<file path="config.mk">
export PLATFORM = sky130hd
export DESIGN_NAME = gpio_expander_port_registers_flat
export DESIGN_NICKNAME = d
export VERILOG_FILES = /design/src/rtl/gper_pkg.sv /design/src/rtl/gper_req_if.sv /design/src/rtl/gper_rsp_if.sv /design/src/rtl/gper_decode.sv /design/src/rtl/gper_top_placeholder.sv /design/src/rtl/gpio_expander_port_registers.sv /design/src/flat_wrapper.sv
export SDC_FILE = /design/constraint.sdc
export NUM_CORES = 1
export LEC_CHECK = 0
export ABC_AREA = 1
export BUFFER_PORTS_ARGS = -buffer_cell sky130_fd_sc_hd__buf_2
export CAP_MARGIN = 20
export CORE_ASPECT_RATIO = 0.7
export CORE_MARGIN = 4
export CORE_UTILIZATION = 60
export CTS_BUF_LIST = sky130_fd_sc_hd__clkbuf_4 sky130_fd_sc_hd__clkbuf_8 sky130_fd_sc_hd__clkbuf_16
export DETAILED_ROUTE_END_ITERATION = 12
export PLACE_DENSITY = 0.74
export SKIP_LAST_GASP = 1
export SLEW_MARGIN = 20
export SYNTH_ARGS = -nofsm -noshare
export SYNTH_HDL_FRONTEND = slang
export SYNTH_SLANG_ARGS = --single-unit
</file>
<file path="constraint.sdc">
create_clock -name clock -period 4.2 [get_ports clock]
set_input_delay 0.84 -clock clock [delete_from_list [all_inputs] [get_ports clock]]
set_output_delay 0.84 -clock clock [all_outputs]
set_load 0.1 [all_outputs]
</file>
<file path="src/rtl/gper_pkg.sv">
// ----------------------------------------------------------------------------
// GPIO expander port registers: shared definitions
// Command ranges, direction codes and the decoded command record.
// ----------------------------------------------------------------------------
package gper_pkg;

   localparam int PIN_COUNT = 32;
   localparam int PIN_W     = 5;
   localparam int RUN_MAX   = 8;
   localparam int LEN_W     = 4;

   localparam logic [7:0] CMD_CFG_LO   = 8'h09;
   localparam logic [7:0] CMD_CFG_HI   = 8'h0F;
   localparam logic [7:0] CMD_PIN_LO   = 8'h24;
   localparam logic [7:0] CMD_PIN_HI   = 8'h3F;
   localparam logic [7:0] CMD_RUN_LO   = 8'h40;
   localparam logic [7:0] CMD_SHORT_HI = 8'h44;
   localparam logic [7:0] CMD_RUN_HI   = 8'h5F;

   localparam logic [PIN_W-1:0] SHORT_RUN_BASE = 5'd4;
   localparam logic [LEN_W-1:0] SHORT_RUN_ADD  = 4'd4;
   localparam logic [LEN_W-1:0] LEN_ONE        = 4'd1;
   localparam logic [LEN_W-1:0] LEN_FULL       = 4'(RUN_MAX);

   localparam logic [1:0] DIR_FIELD_MASK = 2'h3;
   localparam logic [1:0] DIR_KEEP       = 2'b00;
   localparam logic [1:0] DIR_OUT        = 2'b01;

   localparam logic ACCESS_WRITE = 1'b0;
   localparam logic ACCESS_READ  = 1'b1;

   typedef struct packed {
      logic             is_cfg;
      logic             is_port;
      logic [2:0]       group;
      logic [PIN_W-1:0] base;
      logic [LEN_W-1:0] len;
   } decode_type;

endpackage

</file>
<file path="src/rtl/gper_req_if.sv">
// ----------------------------------------------------------------------------
// GPIO expander request channel
// Valid/ready channel carrying one register access per item.
// ----------------------------------------------------------------------------
interface gper_req_if;
   logic       valid;
   logic       ready;
   logic       req_type;
   logic [7:0] cmd_address;
   logic [7:0] write_data;

   modport source (output valid, req_type, cmd_address, write_data, input ready);
   modport sink   (input valid, req_type, cmd_address, write_data, output ready);
endinterface

</file>
<file path="src/rtl/gper_rsp_if.sv">
// ----------------------------------------------------------------------------
// GPIO expander response channel
// Valid/ready channel carrying one read byte per item.
// ----------------------------------------------------------------------------
interface gper_rsp_if;
   logic       valid;
   logic       ready;
   logic [7:0] read_data;

   modport source (output valid, read_data, input ready);
   modport sink   (input valid, read_data, output ready);
endinterface

</file>
<file path="src/rtl/gper_decode.sv">
// ----------------------------------------------------------------------------
// GPIO expander command decoder
// Maps a command byte to direction group or pin run (base and length).
// ----------------------------------------------------------------------------
module gper_decode (
   input  logic [7:0]          cmd,
   output gper_pkg::decode_type dec
);
   import gper_pkg::*;

   always_comb begin
      dec = '0;
      if (cmd inside {[CMD_CFG_LO:CMD_CFG_HI]}) begin
         dec.is_cfg = 1'b1;
         dec.group  = cmd[2:0];
      end else if (cmd inside {[CMD_PIN_LO:CMD_PIN_HI]}) begin
         dec.is_port = 1'b1;
         dec.base    = cmd[PIN_W-1:0];
         dec.len     = LEN_ONE;
      end else if (cmd inside {[CMD_RUN_LO:CMD_SHORT_HI]}) begin
         dec.is_port = 1'b1;
         dec.base    = SHORT_RUN_BASE;
         dec.len     = {1'b0, cmd[2:0]} + SHORT_RUN_ADD;
      end else if (cmd inside {[CMD_RUN_LO:CMD_RUN_HI]}) begin
         dec.is_port = 1'b1;
         dec.base    = cmd[PIN_W-1:0];
         dec.len     = LEN_FULL;
      end
   end

endmodule

</file>
<file path="src/rtl/gper_top_placeholder.sv">
// ----------------------------------------------------------------------------
// GPIO expander pin run read
// Gathers up to eight stored pin levels, LSB first, from a base pin.
// ----------------------------------------------------------------------------
module gper_read_run (
   input  logic [31:0]          levels,
   input  gper_pkg::decode_type dec,
   output logic [7:0]           run_bits
);
   import gper_pkg::*;

   logic [PIN_W:0] pin_sum [RUN_MAX];

   always_comb begin
      run_bits = '0;
      for (int k = 0; k < RUN_MAX; k++) begin
         pin_sum[k] = {1'b0, dec.base} + (PIN_W+1)'(k);
         if ((LEN_W'(k) < dec.len) && !pin_sum[k][PIN_W]) begin
            run_bits[k] = levels[pin_sum[k][PIN_W-1:0]];
         end
      end
   end

endmodule

</file>
<file path="src/rtl/gpio_expander_port_registers.sv">
// ----------------------------------------------------------------------------
// GPIO expander port registers
// Register map of a 32-pin expander: direction setup and pin run access.
// ----------------------------------------------------------------------------
// Usage:
//   req_port carries one access per item: req_type (0 write, 1 read),
//   cmd_address and write_data. rsp_port returns one read_data byte for
//   every accepted item, in order; it is zero except for port reads.
//   An item is captured in an input register, decoded and applied to the
//   pin level and direction flops as it leaves that register, and its byte
//   lands in the output register, which drives rsp_port.valid. Throughput
//   is one item per cycle unless the output stalls, set by the single pass
//   through the decode and pin select logic between the two registers.
//   When the receiver stalls, the output register holds its item and the
//   input register can still take one more; req_port.ready drops only
//   when both are full.
//   Reset clears both registers' valid flags, all pin levels to 0 and all
//   pins to outputs.
// ----------------------------------------------------------------------------
module gpio_expander_port_registers (
   input  logic       clock,
   input  logic       reset,
   gper_req_if.sink   req_port,
   gper_rsp_if.source rsp_port
);
   import gper_pkg::*;

   logic       in_valid_ff, in_valid_in;
   logic       in_type_ff;
   logic [7:0] in_cmd_ff;
   logic [7:0] in_data_ff;
   logic       out_valid_ff, out_valid_in;
   logic [7:0] out_data_ff, out_data_in;
   logic [31:0] levels_ff, levels_in;
   logic [31:0] dir_ff, dir_in;

   decode_type     dec;
   logic [7:0]     run_bits;
   logic           advance;
   logic [PIN_W:0] offset [PIN_COUNT];
   logic [1:0]     code [4];

   gper_decode u_decode (
      .cmd (in_cmd_ff),
      .dec (dec)
   );

   gper_read_run u_read_run (
      .levels   (levels_ff),
      .dec      (dec),
      .run_bits (run_bits)
   );

   assign advance        = in_valid_ff && (!out_valid_ff || rsp_port.ready);
   assign req_port.ready = !in_valid_ff || advance;
   assign rsp_port.valid     = out_valid_ff;
   assign rsp_port.read_data = out_data_ff;

   assign in_valid_in  = req_port.ready ? req_port.valid : in_valid_ff;
   assign out_valid_in = advance ? 1'b1 : (rsp_port.ready ? 1'b0 : out_valid_ff);
   assign out_data_in  = (dec.is_port && in_type_ff == ACCESS_READ) ? run_bits : 8'h00;

   always_comb begin
      levels_in = levels_ff;
      for (int p = 0; p < PIN_COUNT; p++) begin
         offset[p] = (PIN_W+1)'(p) - {1'b0, dec.base};
         if (dec.is_port && in_type_ff == ACCESS_WRITE && !dir_ff[p]
             && (PIN_W'(p) >= dec.base) && (offset[p] < {2'b00, dec.len})) begin
            levels_in[p] = in_data_ff[offset[p][2:0]];
         end
      end
   end

   always_comb begin
      dir_in = dir_ff;
      for (int i = 0; i < 4; i++) begin
         code[i] = in_data_ff[2*i +: 2] & DIR_FIELD_MASK;
         if (dec.is_cfg) begin
            if (code[i] == DIR_OUT) begin
               dir_in[{dec.group, 2'(i)}] = 1'b0;
            end else if (code[i] != DIR_KEEP) begin
               dir_in[{dec.group, 2'(i)}] = 1'b1;
            end
         end
      end
   end

   always_ff @(posedge clock) begin
      if (reset) begin
         in_valid_ff  <= 1'b0;
         out_valid_ff <= 1'b0;
         levels_ff    <= '0;
         dir_ff       <= '0;
      end else begin
         in_valid_ff  <= in_valid_in;
         out_valid_ff <= out_valid_in;
         if (advance) begin
            levels_ff <= levels_in;
            dir_ff    <= dir_in;
         end
      end
   end

   always_ff @(posedge clock) begin
      if (req_port.valid && req_port.ready) begin
         in_type_ff <= req_port.req_type;
         in_cmd_ff  <= req_port.cmd_address;
         in_data_ff <= req_port.write_data;
      end
      if (advance) begin
         out_data_ff <= out_data_in;
      end
   end

   // input pins never change their stored level
   assert property (@(posedge clock) disable iff (reset)
      1'b1 |=> (((levels_ff ^ $past(levels_ff)) & $past(dir_ff)) == '0))
      else $error("input pin level changed");

   // state moves only with an item leaving the input register
   assert property (@(posedge clock) disable iff (reset)
      !advance |=> ($stable(levels_ff) && $stable(dir_ff)))
      else $error("pin state changed without an item");

   // back-pressure only when both registers are full and the output stalls
   assert property (@(posedge clock) disable iff (reset)
      !req_port.ready |-> (in_valid_ff && out_valid_ff && !rsp_port.ready))
      else $error("request stalled with room available");

   // a stalled input item is kept
   assert property (@(posedge clock) disable iff (reset)
      (in_valid_ff && !advance) |=> (in_valid_ff && $stable(in_cmd_ff)))
      else $error("pending item lost");

endmodule

</file>
<file path="src/flat_wrapper.sv">
// flat-port wrapper written by rule: the top's interface ports become plain ports
module gpio_expander_port_registers_flat import gper_pkg::*;
  (clock, reset, req_port_valid, req_port_req_type, req_port_cmd_address, req_port_write_data, req_port_ready, rsp_port_valid, rsp_port_read_data, rsp_port_ready);
  gper_req_if req_port_i ();
  gper_rsp_if rsp_port_i ();
  input  logic clock;
  input  logic reset;
  input wire logic [$bits(req_port_i.valid)-1:0] req_port_valid;
  input wire logic [$bits(req_port_i.req_type)-1:0] req_port_req_type;
  input wire logic [$bits(req_port_i.cmd_address)-1:0] req_port_cmd_address;
  input wire logic [$bits(req_port_i.write_data)-1:0] req_port_write_data;
  output wire logic [$bits(req_port_i.ready)-1:0] req_port_ready;
  output wire logic [$bits(rsp_port_i.valid)-1:0] rsp_port_valid;
  output wire logic [$bits(rsp_port_i.read_data)-1:0] rsp_port_read_data;
  input wire logic [$bits(rsp_port_i.ready)-1:0] rsp_port_ready;
  assign req_port_i.valid = req_port_valid;
  assign req_port_i.req_type = req_port_req_type;
  assign req_port_i.cmd_address = req_port_cmd_address;
  assign req_port_i.write_data = req_port_write_data;
  assign req_port_ready = req_port_i.ready;
  assign rsp_port_valid = rsp_port_i.valid;
  assign rsp_port_read_data = rsp_port_i.read_data;
  assign rsp_port_i.ready = rsp_port_ready;
  gpio_expander_port_registers u_core (.clock(clock), .reset(reset), .req_port(req_port_i), .rsp_port(rsp_port_i));
endmodule
</file>
==> results <==
- The most frequent cell on the critical path is sky130_fd_sc_hd__nand2_1.
- The critical path starts at u_core.in_cmd_ff[5]$_DFFE_PP_.
- After detailed routing, the number of remaining DRC violations is 0.
- The number of buffers inserted by port buffering is 30.
- Entering global routing, the biggest net connects 47 pins.
- The filler cell count is 1262.
- The core occupancy in the finished layout is 0.666.
- The clock tree from TritonCTS is yes.
- The synthesized area divided by synthesized cell count is 6.35 um^2.
- Detailed placement finished with a half-perimeter wire length of 23.5 mm.
- The number of vias in the routed layout is 9325.
- The number of enable-type register cells in the synthesized netlist is 25.
- After synthesis, the share of flip-flops with an asynchronous set or reset is 0.
- The critical setup path kind is reg2reg.
- The tree is rooted in a sky130_fd_sc_hd__clkbuf_16.
- The floorplan step defined a die boundary enclosing 15600 um^2.
- The synthesis-to-finish area growth is 7.86%.
- The fraction of synthesized cell area taken by the top area cell type is 0.162.
- At the pin with the least slew margin, the transition time is 1.06 ns.
- The synthesis warning total is 0.
- The analysis attributes to cell leakage a power of 4.16 nW.
- The detailed-router iteration count before antenna repair is 9.
- The effective utilization at floorplan is 0.618.
- For the worst setup path, the data required time is 4.49 ns.
- In the final layout, the share of cells above drive strength 1 is 0.0855.
- In the finished design, the share of the clock period the worst path needs comes to 0.920.
- The repair_antennas step left the layout with diodes totalling 0.
- The total of hold buffers inserted after clock tree synthesis is 0.
- The post-layout minimum cycle time is 3.86 ns.
- The placement row count is 35.
- Setup violations remaining at the end of the flow were counted as 0.
- The highest fanout seen on the critical path is 13.
- The total detailed-routing wirelength is 30.4 mm.
- The number of buffers inserted during clock tree synthesis is 9.
- The run finished with clean final reports.
- The power per unit of standard cell area is 293 nW/um^2.
- Once detail routing completed, the nets flagged for antenna violations numbered 0.
- The total number of H-tree levels is 3.
- Once the clock tree was built, the resizer swapped 0 gates to a different size.
- The number of distinct library cell variants in the gate-level netlist after synthesis is 47.
- By area the synthesized netlist is led by sky130_fd_sc_hd__dfxtp_1 (16%), sky130_fd_sc_hd__nand3_1 (15%), sky130_fd_sc_hd__nand2_1 (12%), sky130_fd_sc_hd__edfxtp_1 (9.2%), sky130_fd_sc_hd__ha_1 (8.7%).
- The clock-pin slew on the worst setup and hold paths is 0.07 ns.
- For the worst setup path, the data arrival time is 4.16 ns.
- The DRC marker count from the first detailed-route iteration is 1628.
- The library cell used most frequently in the layout, excluding fill and tap cells, is sky130_fd_sc_hd__nand2_1.
- The tightest hold path in the finished design has a slack of 0.428 ns.
- Leaving out fill and tap cells, the most frequent cells in the layout are sky130_fd_sc_hd__nand2_1 (255), sky130_fd_sc_hd__nand3_1 (245), sky130_fd_sc_hd__inv_1 (151), sky130_fd_sc_hd__nor2_1 (146), sky130_fd_sc_hd__a21oi_1 (75).
- The accumulated negative setup slack is 0 ns.
- Once the clock tree was built, the setup fixing pass inserted 0 buffers.
- In this run the tightest slew margin relative to its limit is 0.288.
- The number of antenna violations at the first check in global routing is 0.
- Total power for the finished layout comes to 0.00258 W.
- For this run, the top clock speed supported by timing is 259 MHz.
- The area of the core is 13200 um^2.
- Of the synthesized area, sequential elements account for 0.254.
- The mean routed wirelength per cell is 20.3 um.
- The tool flagged a number of max-cap violations equal to 0.
- The total count of max-transition violations in the final report is 0.
- The signal on the critical path passes through nor2_1 -> inv_1 -> nor2_2 -> nand2_1 -> nor2_2 -> nor2_1 -> nand2_2 -> inv_2 -> ha_1 -> buf_4 -> inv_1 -> xor2_1 -> inv_1 -> ha_1 -> a21o_1 -> nor3_1 -> nand2_1 -> nor3_1 -> nand3_1 -> nand2_1 -> nand2_1 -> nor2_1.
- The post-synthesis cell type with the largest combined area is sky130_fd_sc_hd__dfxtp_1.
- At the later pin of the worst-skew pair, clock insertion delay measures 0.35 ns.
- The first-pass GRT wire length is 46.7 mm.
- The via count of the first global-routing pass is 8118.
- The total buffers and inverters traversed by the critical path is 5.
- The floorplan step set the die width to 147 um.
- The startpoint type of the worst setup path is a flip-flop.
- The final layout contains 1383 nets.
- Setup repair after global routing left no endpoint under its margin.
- The final hold violation count is 0.
- Across the routed clock network, the largest skew measured is 0.00887 ns.
- The kind of cell with the highest combined delay along the critical path is simple AND/OR/NAND/NOR gates.
- The worst setup path is captured at a flip-flop.
- Across the VDD grid, the largest voltage drop is 0.190 mV.
- The startpoint identified for the worst register-to-register timing path is u_core.in_cmd_ff[5]$_DFFE_PP_.
- At the end of routability-driven placement, the weighted congestion stood at 1.11.
- The I/O pin total is 31.
- The die boundary height is 106 um.
- The longest clock path from root to sink contains 2 buffers.
- For this run, the total global-route usage over all layers was measured as 0.388.
- The path class of the tightest hold or removal check is reg2reg.
- The cell at the slowest stage of the critical path is sky130_fd_sc_hd__edfxtp_1.
- Clock tree synthesis found a total of 91 sinks.
- The total global routing overflow is 0.
- The synthesized netlist occupies a cell area of 8170 um^2.
- The predominant post-synthesis flop cell is sky130_fd_sc_hd__dfxtp_1.
- The number of instances in the synthesized netlist is 1286.
- Counting every net in the synthesized netlist gives 1364.
- The number of vias per cell is 6.24.
- Synthesis inferred 91 register bits.
- In this design, the stage delay of the slowest critical-path cell is 0.47 ns.
## cell usage after synthesis (17+ instances only)
master / count
sky130_fd_sc_hd__nand3_1: 245
sky130_fd_sc_hd__clkbuf_1: 23
sky130_fd_sc_hd__xor2_1: 17
sky130_fd_sc_hd__o21ai_0: 48
sky130_fd_sc_hd__nor2_1: 146
sky130_fd_sc_hd__edfxtp_1: 25
sky130_fd_sc_hd__ha_1: 57
sky130_fd_sc_hd__nor3_1: 27
sky130_fd_sc_hd__a21oi_1: 75
sky130_fd_sc_hd__buf_2: 17
sky130_fd_sc_hd__inv_1: 151
sky130_fd_sc_hd__dfxtp_1: 66
sky130_fd_sc_hd__o211ai_1: 24
sky130_fd_sc_hd__nand2_1: 255
## tightest hold or removal path, stage by stage, from the launching register on
cell                      delay [ns]
sky130_fd_sc_hd__dfxtp_1        0.31
sky130_fd_sc_hd__inv_1          0.05
sky130_fd_sc_hd__nor2_1         0.03
## where the power goes
part           total (W)  leakage [nW]  internal [W]  switching (W)
combinational   0.000727          3.22      0.000215       0.000511
sequential      0.000930         0.774      0.000917      0.0000129
clock           0.000922         0.159      0.000537       0.000385
## routing by layer
layer  GRT usage  wire length, um
met1       0.587            12700
met2       0.509            11200
met3       0.116             5110
met4       0.147             1390
met5           0                0
## cell families after synthesis
group,count (synthesis),share of synthesized area
AND/OR/NAND/NOR,724,0.397
buffers and inverters,210,0.109
AO/OA/AOI/OAI,183,0.128
flip-flops,91,0.254
adder cells (fa/ha/maj),57,0.0873
XOR/XNOR,21,0.0248
## cell type report
class,instances,area (um^2),share of cell area
Clock buffer,10,233,0.0264
Clock inverter,6,96.3,0.0109
Inverter,158,593,0.0673
Multi-Input combinational cell,985,5210,0.591
Sequential cell,91,2070,0.235
Tap cell,185,231,0.0263
Timing Repair Buffer,60,375,0.0426
## per-stage QoR
stage | std cells | setup WS, ns | instance area (um^2)
global route | 1495 | 0.0838 | 8810
detailed placement | 1479 | 0.497 | 8480
CTS | 1495 | 0.456 | 8810
finish | 1495 | 0.336 | 8810
floorplan | 1286 | 0.725 | 8170
global placement | 1479 | 0.633 | 8480
## final timing paths
check,end,slack (ns),cells after the start
setup / recovery,u_core.levels_ff[6]$_SDFFE_PP0P_,0.34,22
hold / removal,flip-flop,0.43,2
setup reg to reg,u_core.levels_ff[6]$_SDFFE_PP0P_,0.34,22
hold reg to reg,flip-flop,0.43,2
Note: power is estimated with default switching activity, not from simulation.
